File: src/hdl/duplicate_event_suppressor_assert.svh
// Assertion macros for the duplicate event suppressor.
// Expects clk_i and rst_ni in the scope of the module that includes it.
`ifndef DUPLICATE_EVENT_SUPPRESSOR_ASSERT_SVH
`define DUPLICATE_EVENT_SUPPRESSOR_ASSERT_SVH

// Check a property on every rising edge outside reset.
`define DSUP_ASSERT(lbl, prop, msg) \
  lbl: assert property (@(posedge clk_i) disable iff (!rst_ni) (prop)) else $error(msg);

// Check that a condition never holds outside reset.
`define DSUP_ASSERT_NEVER(lbl, expr, msg) \
  `DSUP_ASSERT(lbl, !(expr), msg)

`endif

File: src/hdl/dsup_pkg.sv
// Shared widths, codes and types of the duplicate event suppressor.
// No dependencies.
package dsup_pkg;

  localparam int unsigned HashW    = 64;
  localparam int unsigned LevelW   = 3;
  localparam int unsigned TimeW    = 48;
  localparam int unsigned CountW   = 32;
  localparam int unsigned CfgAddrW = 2;
  localparam int unsigned CfgDataW = 48;

  // Table depth and command queue depth
  localparam int unsigned Entries    = 10;
  localparam int unsigned QueueDepth = 2;

  // Register reset values and notice level
  localparam logic [TimeW-1:0]  WindowReset = TimeW'(5000000);
  localparam logic [LevelW-1:0] LevelReset  = LevelW'(4);
  localparam logic [LevelW-1:0] NoticeLevel = LevelW'(1);
  localparam logic [CountW-1:0] CountMax    = '1;

  typedef enum logic [CfgAddrW-1:0] {
    CfgWindow   = 2'd0,
    CfgMinLevel = 2'd1
  } cfg_reg_e;

  typedef enum logic [1:0] {
    FrIdle,
    FrCmp,
    FrUpd
  } front_state_e;

  // Command from the classifier to the output sequencer
  typedef struct packed {
    logic              notice;
    logic [CountW-1:0] count;
    logic [HashW-1:0]  hash;
    logic [LevelW-1:0] level;
    logic [TimeW-1:0]  stamp;
  } dsup_cmd_t;

endpackage

File: src/hdl/dsup_if.sv
// Handshake channels of the duplicate event suppressor: event in, result out, config.
// Depends on dsup_pkg.
interface dsup_in_if import dsup_pkg::*; ();
  logic              valid;
  logic              ready;
  logic [HashW-1:0]  message_hash;
  logic [LevelW-1:0] level;
  logic [TimeW-1:0]  timestamp_us;

  modport source (output valid, message_hash, level, timestamp_us, input ready);
  modport sink   (input valid, message_hash, level, timestamp_us, output ready);
endinterface

interface dsup_out_if import dsup_pkg::*; ();
  logic              valid;
  logic              ready;
  logic              is_skip_notice;
  logic [CountW-1:0] skipped_count;
  logic [HashW-1:0]  out_hash;
  logic [LevelW-1:0] out_level;
  logic [TimeW-1:0]  out_time_us;
  logic              last;

  modport source (output valid, is_skip_notice, skipped_count, out_hash, out_level,
                  out_time_us, last, input ready);
  modport sink   (input valid, is_skip_notice, skipped_count, out_hash, out_level,
                  out_time_us, last, output ready);
endinterface

interface dsup_cfg_if import dsup_pkg::*; ();
  logic                valid;
  logic                ready;
  logic [CfgAddrW-1:0] addr;
  logic [CfgDataW-1:0] data;

  modport source (output valid, addr, data, input ready);
  modport sink   (input valid, addr, data, output ready);
endinterface

File: src/hdl/dsup_fifo.sv
// Short command queue between the classifier and the output sequencer.
// Depends on dsup_pkg.
module dsup_fifo import dsup_pkg::*; #(
  parameter int unsigned Depth = QueueDepth
) (
  input  logic      clk_i,
  input  logic      rst_ni,
  input  logic      push_i,
  input  dsup_cmd_t push_cmd_i,
  output logic      full_o,
  input  logic      pop_i,
  output logic      empty_o,
  output dsup_cmd_t head_o
);

  localparam int unsigned PtrW = (Depth > 1) ? $clog2(Depth) : 1;
  localparam int unsigned CntW = $clog2(Depth + 1);

  dsup_cmd_t         mem_q [Depth];
  logic [PtrW-1:0]   wr_ptr_q, wr_ptr_d, rd_ptr_q, rd_ptr_d;
  logic [CntW-1:0]   cnt_q, cnt_d;

  assign full_o  = (cnt_q == CntW'(Depth));
  assign empty_o = (cnt_q == '0);
  assign head_o  = mem_q[rd_ptr_q];

  // Advance pointers with wrap, track the fill level
  always_comb begin
    wr_ptr_d = wr_ptr_q;
    rd_ptr_d = rd_ptr_q;
    cnt_d    = cnt_q;
    if (push_i) begin
      wr_ptr_d = (wr_ptr_q == PtrW'(Depth - 1)) ? '0 : wr_ptr_q + PtrW'(1);
    end
    if (pop_i) begin
      rd_ptr_d = (rd_ptr_q == PtrW'(Depth - 1)) ? '0 : rd_ptr_q + PtrW'(1);
    end
    if (push_i && !pop_i) begin
      cnt_d = cnt_q + CntW'(1);
    end else if (!push_i && pop_i) begin
      cnt_d = cnt_q - CntW'(1);
    end
  end

  always_ff @(posedge clk_i or negedge rst_ni) begin
    if (!rst_ni) begin
      wr_ptr_q <= '0;
      rd_ptr_q <= '0;
      cnt_q    <= '0;
    end else begin
      wr_ptr_q <= wr_ptr_d;
      rd_ptr_q <= rd_ptr_d;
      cnt_q    <= cnt_d;
    end
  end

  // Store pushed commands
  always_ff @(posedge clk_i) begin
    if (push_i) begin
      mem_q[wr_ptr_q] <= push_cmd_i;
    end
  end

endmodule

File: src/hdl/dsup_front.sv
// Classifier: takes events and config writes, keeps the recent-event list and skip count,
// and queues commands for forwarded events. Depends on dsup_pkg and dsup_if.
module dsup_front import dsup_pkg::*; #(
  parameter int unsigned NumEntries = Entries
) (
  input  logic      clk_i,
  input  logic      rst_ni,
  dsup_in_if.sink   in_i,
  dsup_cfg_if.sink  cfg_i,
  output logic      push_o,
  output dsup_cmd_t push_cmd_o,
  input  logic      full_i
);

  front_state_e state_q, state_d;

  logic [TimeW-1:0]  window_q;
  logic [LevelW-1:0] min_level_q;

  logic [HashW-1:0]  hash_q;
  logic [LevelW-1:0] level_q;
  logic [TimeW-1:0]  stamp_q;

  logic [HashW-1:0]  ent_hash_q [NumEntries];
  logic [TimeW-1:0]  ent_time_q [NumEntries];
  logic [CountW-1:0] skip_q;

  logic [NumEntries-1:0] eq_q, ok_q, eq_d, ok_d;
  logic [NumEntries-1:0] first_oh, upto_first;
  logic                  seen, hit, checked, dropped, commit, accept;
  logic [HashW-1:0]      sel_hash;
  logic [TimeW-1:0]      sel_time;

  assign accept = in_i.valid && in_i.ready;
  assign cfg_i.ready = 1'b1;

  // Compare the held event against every entry
  always_comb begin
    for (int i = 0; i < NumEntries; i++) begin
      eq_d[i] = (ent_hash_q[i] == hash_q);
      ok_d[i] = (stamp_q <= ent_time_q[i]) || ((stamp_q - ent_time_q[i]) <= window_q);
    end
  end

  // Find the first equal entry from the front and pick it out
  always_comb begin
    seen     = 1'b0;
    sel_hash = '0;
    sel_time = '0;
    for (int i = 0; i < NumEntries; i++) begin
      upto_first[i] = !seen;
      first_oh[i]   = eq_q[i] && !seen;
      seen          = seen || eq_q[i];
      if (first_oh[i]) begin
        sel_hash = sel_hash | ent_hash_q[i];
        sel_time = sel_time | ent_time_q[i];
      end
    end
  end

  assign hit     = |(first_oh & ok_q);
  assign checked = (level_q >= min_level_q);
  assign dropped = checked && hit;
  assign commit  = (state_q == FrUpd) && (dropped || !full_i);
  assign push_o  = commit && !dropped;

  // Build the command for a forwarded event
  always_comb begin
    push_cmd_o.notice = (skip_q != '0);
    push_cmd_o.count  = skip_q;
    push_cmd_o.hash   = hash_q;
    push_cmd_o.level  = level_q;
    push_cmd_o.stamp  = stamp_q;
  end

  // Sequence compare and update, accept the next event while committing
  always_comb begin
    state_d     = state_q;
    in_i.ready  = 1'b0;
    unique case (state_q)
      FrIdle: begin
        in_i.ready = 1'b1;
        if (in_i.valid) state_d = FrCmp;
      end
      FrCmp: begin
        state_d = FrUpd;
      end
      FrUpd: begin
        in_i.ready = commit;
        if (commit) state_d = in_i.valid ? FrCmp : FrIdle;
      end
      default: state_d = FrIdle;
    endcase
  end

  always_ff @(posedge clk_i or negedge rst_ni) begin
    if (!rst_ni) begin
      state_q <= FrIdle;
    end else begin
      state_q <= state_d;
    end
  end

  // Hold the accepted event and the compare results
  always_ff @(posedge clk_i) begin
    if (accept) begin
      hash_q  <= in_i.message_hash;
      level_q <= in_i.level;
      stamp_q <= in_i.timestamp_us;
    end
    if (state_q == FrCmp) begin
      eq_q <= eq_d;
      ok_q <= ok_d;
    end
  end

  // Write config registers; ignore unknown addresses
  always_ff @(posedge clk_i or negedge rst_ni) begin
    if (!rst_ni) begin
      window_q    <= WindowReset;
      min_level_q <= LevelReset;
    end else if (cfg_i.valid) begin
      unique case (cfg_reg_e'(cfg_i.addr))
        CfgWindow:   window_q    <= cfg_i.data[TimeW-1:0];
        CfgMinLevel: min_level_q <= cfg_i.data[LevelW-1:0];
        default: ;
      endcase
    end
  end

  // Move the hit entry or the new event to the front, update the skip count
  always_ff @(posedge clk_i or negedge rst_ni) begin
    if (!rst_ni) begin
      skip_q <= '0;
      for (int i = 0; i < NumEntries; i++) begin
        ent_hash_q[i] <= '0;
        ent_time_q[i] <= '0;
      end
    end else if (commit) begin
      if (checked) begin
        for (int i = 1; i < NumEntries; i++) begin
          if (!hit || upto_first[i]) begin
            ent_hash_q[i] <= ent_hash_q[i-1];
            ent_time_q[i] <= ent_time_q[i-1];
          end
        end
        ent_hash_q[0] <= hit ? sel_hash : hash_q;
        ent_time_q[0] <= hit ? sel_time : stamp_q;
      end
      if (dropped) begin
        if (skip_q != CountMax) skip_q <= skip_q + CountW'(1);
      end else begin
        skip_q <= '0;
      end
    end
  end

endmodule

File: src/hdl/dsup_back.sv
// Output sequencer: turns queued commands into result beats, a skip notice first
// where one is due. Depends on dsup_pkg and dsup_if.
module dsup_back import dsup_pkg::*; (
  input  logic      clk_i,
  input  logic      rst_ni,
  input  logic      empty_i,
  input  dsup_cmd_t head_i,
  output logic      pop_o,
  dsup_out_if.source out_o
);

  logic              valid_q, valid_d;
  logic              sent_q, sent_d;
  logic              notice_q, notice_d, last_q, last_d;
  logic [CountW-1:0] count_q, count_d;
  logic [HashW-1:0]  hash_q, hash_d;
  logic [LevelW-1:0] level_q, level_d;
  logic [TimeW-1:0]  stamp_q, stamp_d;
  logic              load, want_notice;

  assign load        = !valid_q || out_o.ready;
  assign want_notice = head_i.notice && !sent_q;
  assign pop_o       = load && !empty_i && !want_notice;

  // Pick the next beat from the queue head
  always_comb begin
    valid_d  = valid_q;
    sent_d   = sent_q;
    notice_d = notice_q;
    last_d   = last_q;
    count_d  = count_q;
    hash_d   = hash_q;
    level_d  = level_q;
    stamp_d  = stamp_q;
    if (load) begin
      valid_d = !empty_i;
      stamp_d = head_i.stamp;
      if (want_notice) begin
        sent_d   = !empty_i;
        notice_d = 1'b1;
        last_d   = 1'b0;
        count_d  = head_i.count;
        hash_d   = '0;
        level_d  = NoticeLevel;
      end else begin
        sent_d   = 1'b0;
        notice_d = 1'b0;
        last_d   = 1'b1;
        count_d  = '0;
        hash_d   = head_i.hash;
        level_d  = head_i.level;
      end
    end
  end

  always_ff @(posedge clk_i or negedge rst_ni) begin
    if (!rst_ni) begin
      valid_q <= 1'b0;
      sent_q  <= 1'b0;
    end else begin
      valid_q <= valid_d;
      sent_q  <= sent_d;
    end
  end

  always_ff @(posedge clk_i) begin
    notice_q <= notice_d;
    last_q   <= last_d;
    count_q  <= count_d;
    hash_q   <= hash_d;
    level_q  <= level_d;
    stamp_q  <= stamp_d;
  end

  assign out_o.valid          = valid_q;
  assign out_o.is_skip_notice = notice_q;
  assign out_o.skipped_count  = count_q;
  assign out_o.out_hash       = hash_q;
  assign out_o.out_level      = level_q;
  assign out_o.out_time_us    = stamp_q;
  assign out_o.last           = last_q;

endmodule

File: src/hdl/duplicate_event_suppressor.sv
// Top level of the duplicate event suppressor: classifier, command queue, output sequencer.
// Depends on dsup_pkg, dsup_if, dsup_fifo, dsup_front, dsup_back and the assertion header.
//
// Usage:
//   in_i   event beats: message_hash, level, timestamp_us.
//   cfg_i  register writes: addr 0 window_us, addr 1 min_level; other addresses ignored.
//          Always ready; write only while no event is in flight.
//   out_o  result beats: a skip notice (is_skip_notice=1, last=0) ahead of a forwarded
//          event when suppressed duplicates are pending, then the event (last=1).
//          A duplicate yields no beat at all.
// Flow: each event passes a compare step over all list entries, then an update step that
//   moves an entry to the front; the next event is taken as the update commits.
// Path: event held, compare results registered, command queued on update, then registered
//   into the output beat when free; a pair's event beat loads as its notice is taken.
// Stall: a stalled receiver holds the output beat; the 2-deep command queue lets the
//   classifier go on with events, and dropped duplicates never wait on the output.
// Reset: list entries clear to hash 0 / time 0, skip count to 0, window_us to
//   5000000 and min_level to 4; no clearing pass is needed.
`include "duplicate_event_suppressor_assert.svh"

module duplicate_event_suppressor import dsup_pkg::*; #(
  parameter int unsigned ENTRIES = Entries
) (
  input  logic       clk_i,
  input  logic       rst_ni,
  dsup_in_if.sink    in_i,
  dsup_cfg_if.sink   cfg_i,
  dsup_out_if.source out_o
);

  logic      push, pop, full, empty;
  dsup_cmd_t push_cmd, head;

  dsup_front #(
    .NumEntries (ENTRIES)
  ) u_front (
    .clk_i      (clk_i),
    .rst_ni     (rst_ni),
    .in_i       (in_i),
    .cfg_i      (cfg_i),
    .push_o     (push),
    .push_cmd_o (push_cmd),
    .full_i     (full)
  );

  dsup_fifo #(
    .Depth (QueueDepth)
  ) u_fifo (
    .clk_i      (clk_i),
    .rst_ni     (rst_ni),
    .push_i     (push),
    .push_cmd_i (push_cmd),
    .full_o     (full),
    .pop_i      (pop),
    .empty_o    (empty),
    .head_o     (head)
  );

  dsup_back u_back (
    .clk_i   (clk_i),
    .rst_ni  (rst_ni),
    .empty_i (empty),
    .head_i  (head),
    .pop_o   (pop),
    .out_o   (out_o)
  );

  // Queue is never pushed when full nor popped when empty
  `DSUP_ASSERT_NEVER(a_no_overflow, push && full, "command pushed into a full queue")
  `DSUP_ASSERT_NEVER(a_no_underflow, pop && empty, "command popped from an empty queue")
  // An accepted event blocks the input for the compare step
  `DSUP_ASSERT(a_busy_after_accept, (in_i.valid && in_i.ready) |=> !in_i.ready, "input taken during compare")
  // A taken skip notice is followed at once by its event beat
  `DSUP_ASSERT(a_notice_then_event, (out_o.valid && out_o.ready && out_o.is_skip_notice) |=> (out_o.valid && !out_o.is_skip_notice && out_o.last), "skip notice not followed by its event")

endmodule

File: src/flat_wrapper.sv
// flat-port wrapper written by rule: the top's interface ports become plain ports
module duplicate_event_suppressor_flat import dsup_pkg::*;
#(
  parameter int unsigned ENTRIES = Entries
)
  (clk_i, rst_ni, in_i_valid, in_i_message_hash, in_i_level, in_i_timestamp_us, in_i_ready, cfg_i_valid, cfg_i_addr, cfg_i_data, cfg_i_ready, out_o_valid, out_o_is_skip_notice, out_o_skipped_count, out_o_out_hash, out_o_out_level, out_o_out_time_us, out_o_last, out_o_ready);
  dsup_in_if in_i_i ();
  dsup_cfg_if cfg_i_i ();
  dsup_out_if out_o_i ();
  input  logic clk_i;
  input  logic rst_ni;
  input wire logic [$bits(in_i_i.valid)-1:0] in_i_valid;
  input wire logic [$bits(in_i_i.message_hash)-1:0] in_i_message_hash;
  input wire logic [$bits(in_i_i.level)-1:0] in_i_level;
  input wire logic [$bits(in_i_i.timestamp_us)-1:0] in_i_timestamp_us;
  output wire logic [$bits(in_i_i.ready)-1:0] in_i_ready;
  input wire logic [$bits(cfg_i_i.valid)-1:0] cfg_i_valid;
  input wire logic [$bits(cfg_i_i.addr)-1:0] cfg_i_addr;
  input wire logic [$bits(cfg_i_i.data)-1:0] cfg_i_data;
  output wire logic [$bits(cfg_i_i.ready)-1:0] cfg_i_ready;
  output wire logic [$bits(out_o_i.valid)-1:0] out_o_valid;
  output wire logic [$bits(out_o_i.is_skip_notice)-1:0] out_o_is_skip_notice;
  output wire logic [$bits(out_o_i.skipped_count)-1:0] out_o_skipped_count;
  output wire logic [$bits(out_o_i.out_hash)-1:0] out_o_out_hash;
  output wire logic [$bits(out_o_i.out_level)-1:0] out_o_out_level;
  output wire logic [$bits(out_o_i.out_time_us)-1:0] out_o_out_time_us;
  output wire logic [$bits(out_o_i.last)-1:0] out_o_last;
  input wire logic [$bits(out_o_i.ready)-1:0] out_o_ready;
  assign in_i_i.valid = in_i_valid;
  assign in_i_i.message_hash = in_i_message_hash;
  assign in_i_i.level = in_i_level;
  assign in_i_i.timestamp_us = in_i_timestamp_us;
  assign in_i_ready = in_i_i.ready;
  assign cfg_i_i.valid = cfg_i_valid;
  assign cfg_i_i.addr = cfg_i_addr;
  assign cfg_i_i.data = cfg_i_data;
  assign cfg_i_ready = cfg_i_i.ready;
  assign out_o_valid = out_o_i.valid;
  assign out_o_is_skip_notice = out_o_i.is_skip_notice;
  assign out_o_skipped_count = out_o_i.skipped_count;
  assign out_o_out_hash = out_o_i.out_hash;
  assign out_o_out_level = out_o_i.out_level;
  assign out_o_out_time_us = out_o_i.out_time_us;
  assign out_o_last = out_o_i.last;
  assign out_o_i.ready = out_o_ready;
  duplicate_event_suppressor #(.ENTRIES(ENTRIES)) u_core (.clk_i(clk_i), .rst_ni(rst_ni), .in_i(in_i_i), .cfg_i(cfg_i_i), .out_o(out_o_i));
endmodule
File: config.mk
export PLATFORM = sky130hd
export DESIGN_NAME = duplicate_event_suppressor_flat
export DESIGN_NICKNAME = d
export VERILOG_FILES = /design/src/hdl/dsup_pkg.sv /design/src/hdl/dsup_if.sv /design/src/hdl/dsup_fifo.sv /design/src/hdl/dsup_front.sv /design/src/hdl/dsup_back.sv /design/src/hdl/duplicate_event_suppressor.sv /design/src/flat_wrapper.sv
export VERILOG_INCLUDE_DIRS = /design/src /design/src/hdl
export SDC_FILE = /design/constraint.sdc
export NUM_CORES = 2
export LEC_CHECK = 0
export BUFFER_PORTS_ARGS = -buffer_cell sky130_fd_sc_hd__buf_2
export CAP_MARGIN = 20
export CORE_UTILIZATION = 40
export CTS_CLUSTER_DIAMETER = 60
export CTS_CLUSTER_SIZE = 30
export DETAILED_ROUTE_END_ITERATION = 10
export PLACE_DENSITY_LB_ADDON = 0.08
export SYNTH_ARGS = -nofsm -noshare
export SYNTH_HDL_FRONTEND = slang
export SYNTH_SLANG_ARGS = --single-unit
File: constraint.sdc
create_clock -name clk_i -period 28.6 [get_ports clk_i]
set_input_delay 0 -clock clk_i [delete_from_list [all_inputs] [get_ports clk_i]]
set_output_delay 0 -clock clk_i [all_outputs]
set_load 0.01 [all_outputs]
# Word-level counts from Yosys, hierarchy flattened
# Memory sizes are Yosys's and may differ from the RTL's.
# Index checks and enable logic that the tools add are counted.
[word_totals] register_bits=1495 ramBits=296 memories=1
[op_classes] add_sub_neg=15 magnitude_cmp=21 n_eq_ne=18 n_mux=38 bitwise_logic=19 n_reduce_logical=85
[mem_list] name="u_core.u_fifo.mem_q" depth=2 word_bits=148 rd=1 rd_ports_with_merged_regs=0 wr=1 line="dsup_fifo.sv:19" text="dsup_cmd_t mem_q [Depth];"
[op_table] cell="$le A48 B48 Y1" count=20
[op_table] cell="$mux W64" count=11
[op_table] cell="$eq A64 B64 Y1" count=10
[op_table] cell="$or A64 B64 Y64" count=9
[op_table] cell="$mux W48" count=11
[op_table] cell="$sub A48 B48 Y48" count=10
[op_table] cell="$or A48 B48 Y48" count=9
[op_table] cell="$mux W32" count=2
[op_table] cell="$add A32 B1 Y32 const B" count=1
[op_table] cell="$ne A32 B32 Y1 const B" count=1
[op_table] cell="$reduce_bool A32 Y1" count=1
[op_table] cell="$logic_or A1 B1 Y1" count=29
[op_table] cell="$reduce_and A3 Y1" count=9
[op_table] cell="$logic_and A1 B1 Y1" count=18
[op_table] cell="$logic_not A1 Y1" count=18
[op_table] cell="$and A10 B10 Y10" count=1
[op_table] cell="$reduce_and A2 Y1" count=5
[op_table] cell="$reduce_or A10 Y1" count=1
[op_table] cell="$mux W1" count=8
[op_table] cell="$mux W2" count=4
[op_table] cell="$logic_not A2 Y1" count=3
[op_table] cell="$pmux W2 S3" count=1
[op_table] cell="$eq A2 B1 Y1 const B" count=2
[op_table] cell="$eq A2 B2 Y1 const B" count=2
[op_table] cell="other kinds (8)" count=10

# Depth between registers and ports, before layout
[logic_depth] ltp_word=20 depth_mapped=27

# Modules after synthesis
# A second synthesis with hierarchy kept.
[unflattened] cells_unflattened=11514 area_unflattened_um2=115926.2
[by_module_without_submodules] module="dsup_front" instances=1 cells_per_inst=10769 area_each_um2=99347.8 seq_area_each_um2=34219.1
[by_module_without_submodules] module="dsup_fifo" instances=1 cells_per_inst=477 area_each_um2=11293.3 seq_area_each_um2=8988.6
[by_module_without_submodules] module="dsup_back" instances=1 cells_per_inst=268 area_each_um2=5285.1 seq_area_each_um2=4524.3

# Least setup slack after synthesis
# OpenSTA, ideal clock, no wires.
[synth_path] path_kind="register to register" start="register u_core.u_front.eq_q[7]" end="memory u_core.u_fifo.mem_q[0][0] in the netlist's numbering, enable pin" setup_time_ns=1.019 arrival_time_ns=15.383 slack_ns=12.199 stages_incl_launch_ff=6 period_less_slack_ns=16.401 cell_sequence="edfxtp_1 > nor2b_1 > a221o_1 > a32oi_1 > a41oi_2 > nor4_1"
[synth_between] elab_chain_len=12
[synth_rtl] element="start: declaration" line="dsup_front.sv:28" text="logic [NumEntries-1:0] eq_q, ok_q, eq_d, ok_d;"
[synth_rtl] element="start signal: assignment" line="dsup_front.sv:112" text="eq_q <= eq_d;"
[synth_rtl] element="$logic_or A1 B1 Y1 (2 in series)" line="dsup_front.sv:53" text="seen = seen || eq_q[i];"
[synth_rtl] element="$logic_not A1 Y1" line="dsup_front.sv:52" text="first_oh[i] = eq_q[i] && !seen;"
[synth_rtl] element="$logic_and A1 B1 Y1" line="dsup_front.sv:52"
[synth_rtl] element="$and A10 B10 Y10 (*)" line="dsup_front.sv:61" text="assign hit = |(first_oh & ok_q);"
[synth_rtl] element="$reduce_or A10 Y1 (*)" line="dsup_front.sv:61"
[synth_rtl] element="$logic_and A1 B1 Y1 (*)" line="dsup_front.sv:63" text="assign dropped = checked && hit;"
[synth_rtl] element="$logic_or A1 B1 Y1" line="dsup_front.sv:64" text="assign commit = (state_q == FrUpd) && (dropped || !full_i);"
[synth_rtl] element="$logic_and A1 B1 Y1" line="dsup_front.sv:64"
[synth_rtl] element="$logic_and A1 B1 Y1 (*)" line="dsup_front.sv:65" text="assign push_o = commit && !dropped;"
[synth_rtl] element="$mux W1 (*)" line="dsup_fifo.sv:59" text="if (push_i) begin"
[synth_rtl] element="$mux W1 (implied by the code) (*)" line="dsup_fifo.sv:60" text="mem_q[wr_ptr_q] <= push_cmd_i;"
[synth_rtl] element="end: declaration" line="dsup_fifo.sv:19"
# Every way passes the cells marked *; elsewhere a longest branch is shown, timed or not.

# Worst setup path in the final report
[layout_path] start="register u_core.u_front.stamp_q[20]" end="register u_core.u_front.ok_q[2], data pin"
[layout_between] elab_chain_len=3
[layout_rtl] element="start: declaration" line="dsup_front.sv:22" text="logic [TimeW-1:0] stamp_q;"
[layout_rtl] element="start signal: assignment" line="dsup_front.sv:109" text="stamp_q <= in_i.timestamp_us;"
[layout_rtl] element="$sub A48 B48 Y48" line="dsup_front.sv:41" text="ok_d[i] = (stamp_q <= ent_time_q[i]) || ((stamp_q - ent_time_q[i]) <= window_q);"
[layout_rtl] element="$le A48 B48 Y1" line="dsup_front.sv:41"
[layout_rtl] element="$logic_or A1 B1 Y1 (*)" line="dsup_front.sv:41"
[layout_rtl] element="named net u_core.u_front.ok_d[2]" line="dsup_front.sv:28"
[layout_rtl] element="end signal: assignment" line="dsup_front.sv:113" text="ok_q <= ok_d;"
[layout_rtl] element="end: declaration" line="dsup_front.sv:28"
# Mark *: on every way through the listed nets, which the timed path passes. The rest lies on a longest branch.
# A chain may end at the register's enable or synchronous reset.

==> metrics <==
gr ovfl total=0; row cnt=195; vias post-DR=97200; simple-gate share of the synthesized area=0.116; CP max FO=13; Setup TNS=0 ns; die footprint=288000 um2; dominant cell type by area after synthesis=dfrtp_1; Pwr Density=93.4 nW/um2; clock-pin slew on the worst setup and hold paths=0.08 ns; status=completed; IO Count=322; mux share of post-synthesis cell area=0.0692; CTS tree=done; met2 Use GR=0.561; Via density=6.03; unrepaired setup endpoints after global routing=false; vias in the first global route=94500; largest net degree at the start of global routing=130; post-CTS sizing=0; Worst Tran Pin Value=1.29 ns; first-pass GRT wire length=726 mm; worst setup path class=register to register; core region area=283000 um2; root buf cell=clkbuf_16; NumNets Final=13400; pins over their slew limit=0; Clock Skew=0.108 ns; XOR/XNOR Fraction of Synth Area=0.0849; Clock Latency Late Sink=0.96 ns; Final setup violation count=0; CTS H-tree lvls=4; initial antenna violation count=27; synthesized area=114000 um2; Min-Delay Path Class=primary input to register; global router's overall resource usage=0.356; ys async rst share=0.676; GR Layer Usage met3=0.0515; Final Hold Fails=0; share of cells above drive strength 1=0.124; synth top area cells=dfrtp_1 (26%), edfxtp_1 (15%), ha_1 (11%), xor2_1 (5.9%), mux2_2 (5.0%); f_max=116 MHz; WL final=522 mm; synth warn=0; Post-DP HPWL=391 mm; slowest cell on the critical path=nor4_2; most used routing layer=met2; Setup crit start kind=register; ys flop type=dfrtp_1; initial core utilization=0.404; CP Cell Sequence=ha_1 > and4_1 > nand3_1 > nor2_1 > o211ai_1 > nand3_1 > a41oi_1 > buf_4 > o311ai_0 > a41oi_1 > o31ai_1 > xor2_1 > ha_1 > nand4_1 > nor4_2 > nand2_1 > nor4_2 > buf_4 > buf_6 > nor2_1 > nand3_1; Seq/Total Area, Yosys=0.417; routability cong.=1.04; Num CTS Buffers=187; Critical Path Sink Type=register; DRC=0; EDFF count, synth=580; Avg WL per Cell=32.3 um; area delta synth->final=15.1%; CP arrival=9.38 ns; min cycle time layout=8.65 ns; DR iter-0 viols=11300; maximum vdd drop=0.0708 mV; largest family of logic cells by synthesized area=compound AO/OA/AOI/OAI gates; deepest clock path buffer count=4; required time of the critical path=29.33 ns; Layout fillers=26900; clk sink count=1791; Synth Area in Compound Gates=0.166; routing usage on met1=0.475; Synth Area in Adders=0.107; cell mode on critical path=nand3_1; antenna-violating nets left=0; max_slew headroom=0.132; maxcap violations=0; Post-Syn Nets=12700; P_leak=58.1 nW; setup bufs post-CTS=0; Final Cycle Share=0.302; die height=537 um; post-synthesis cell type count=89; FF+latch count, synth=1791; Yosys top cell area share=0.263; first-pass iteration count of the detailed router=10; cell count after synthesis=11600; delay of the slowest critical-path stage=0.81 ns; die width=537 um; hold_ws=0.0960 ns; Syn Area/Cell=9.87 um2; Port Buffer Count=320
==> registers in the layout, summed over array words and instances (netlist names) <==
| name | count |
|---|---|
| u_core.u_back.out_o.out_level | 3 |
| u_core.u_fifo.mem_q | 296 |
| u_core.u_back.out_o.last | 1 |
| u_core.u_front.hash_q | 64 |
| u_core.u_front.ent_time_q | 480 |
| u_core.u_back.out_o.valid | 1 |
| u_core.u_back.sent_q | 1 |
| u_core.u_fifo.cnt_q | 2 |
| u_core.u_front.state_q | 2 |
| u_core.u_front.stamp_q | 48 |
| u_core.u_back.out_o.out_hash | 64 |
| u_core.u_front.ok_q | 10 |
| u_core.u_front.skip_q | 32 |
| u_core.u_back.out_o.out_time_us | 48 |
| u_core.u_front.eq_q | 10 |
| u_core.u_back.out_o.is_skip_notice | 1 |
| u_core.u_front.level_q | 3 |
| u_core.u_fifo.wr_ptr_q | 1 |
| u_core.u_front.ent_hash_q | 640 |
| u_core.u_front.min_level_q | 3 |
| u_core.u_fifo.rd_ptr_q | 1 |
| u_core.u_front.window_q | 48 |
| u_core.u_back.out_o.skipped_count | 32 |
==> power breakdown <==
| part | internal, mW | switching [mW] |
|---|---|---|
| clock network | 1.45 | 1.30 |
| logic | 2.10 | 3.70 |
| registers | 3.21 | 0.527 |
| total | 6.76 | 5.53 |
==> layer usage <==
metal | routed length [um] | vias to the layer above
li1 | - | 43500
met1 | 220000 | 48900
met2 | 233000 | 4075
met3 | 37500 | 848
met4 | 31000 | 6
met5 | 35 | -
==> logic make-up after synthesis <==
kind of cell / count (synthesis)
AOI/OAI and AO/OA: 2989
adders and majority gates: 976
xor gates and xnor gates: 1109
and+or+nand+nor: 2823
other: 1
DFF: 1791
buffers and inverters: 1177
muxes: 720
==> cell usage after synthesis (14+ instances only) <==
cell type and instances:
clkbuf_1 373, a211oi_1 38, edfxtp_1 580, a21oi_1 743, xor2_1 773, inv_1 667, dfrtp_1 1202, nand4_1 238
a21o_1 424, nor2b_1 129, ha_1 966, a31oi_1 42, buf_2 21, o21ai_0 945, or3_1 22, nand2_1 1185
and2_1 34, o31ai_1 20, a221oi_1 14, buf_1 110, mux2i_1 150, nor2_1 466, xnor2_1 336, nand3_1 234
and3_1 62, and4_1 22, nor3_1 76, nand2b_1 113, a22oi_1 67, o21bai_1 86, mux2_2 505, a222oi_1 224
o21a_1 68, o211ai_1 151, a21boi_0 15, mux2_1 65, nor4_1 195
==> through the flow <==
stage / total power, mW / setup slack (ns) / cells / instance area (um2) / util
3_3_place_gp: 9.37 / 16.80 / 15400 / 121000 / 0.427
6_report: 12.3 / 19.95 / 16100 / 132000 / 0.465
3_5_place_dp: 9.42 / 19.91 / 15400 / 121000 / 0.428
5_1_grt: 12.9 / 19.79 / 16100 / 132000 / 0.465
2_1_floorplan: 7.12 / 12.20 / 11600 / 114000 / -
4_1_cts: 12.2 / 19.88 / 16100 / 132000 / 0.464
==> what timing repair did <==
item	CTS	global route
setup endpoints to repair	0	0
hold buffers	358	0
endpoints found under the hold margin	584	0
==> cell usage in the layout (no fill, tap or decap), types with 22 or more instances in the layout <==
master / instances
mux2_1: 65
a211oi_1: 35
and3_1: 62
xor2_1: 773
and4_1: 22
or3_1: 22
o21bai_1: 86
buf_4: 258
inv_6: 25
a22oi_1: 67
nor2_1: 462
nand2b_1: 113
buf_2: 328
inv_8: 32
inv_1: 666
dlygate4sd3_1: 357
nand3_1: 233
mux2i_1: 150
ha_1: 966
nor2b_1: 127
dfrtp_1: 1201
a31oi_1: 42
mux2_2: 505
o21a_1: 68
nand4_1: 238
nor3_1: 73
a21oi_1: 739
edfxtp_1: 580
clkbuf_16: 195
o21ai_0: 944
nor4_1: 184
and2_1: 29
a222oi_1: 224
xnor2_1: 336
nand2_1: 1184
a21o_1: 422
o211ai_1: 151
==> critical path, delay by kind of cell (launching register included) <==
family,cells,cell delay (ns)
AO/OA/AOI/OAI,5,1.96
XOR/XNOR,1,0.12
adder cells (fa/ha/maj),2,0.86
buffers and inverters,3,0.63
flip-flops,1,0.78
AND/OR/NAND/NOR,10,4.08
==> area by class of cell <==
class	count	area [um2]	area share
clock inverters	139	1810	0.0138
clock buffers	209	5000	0.0380
flip-flops and latches	1791	47700	0.363
well taps	3743	4680	0.0356
diodes	8	20.0	0.000152
multi-input cells	8618	62500	0.475
repair buffers	955	7410	0.0563
inverters	668	2510	0.0191
==> path summary, 6_finish.rpt <==
check                      cells after the start                       start                       endpoint  slack [ns]
hold / removal                                 4                 out_o_ready           u_core.u_back.sent_q         0.1
setup reg to reg                              21  u_core.u_front.stamp_q[20]         u_core.u_front.ok_q[2]       19.95
hold reg to reg                                0   u_core.u_front.level_q[0]     u_core.u_fifo.mem_q[1][48]        0.48
setup / recovery                              21  u_core.u_front.stamp_q[20]         u_core.u_front.ok_q[2]       19.95
max in group asynchronous                      7                      rst_ni  u_core.u_front.ent_time_q[42]       24.65
min in group asynchronous                      3                      rst_ni    u_core.u_front.window_q[14]        0.36
Power figures use the tool's default switching activity.
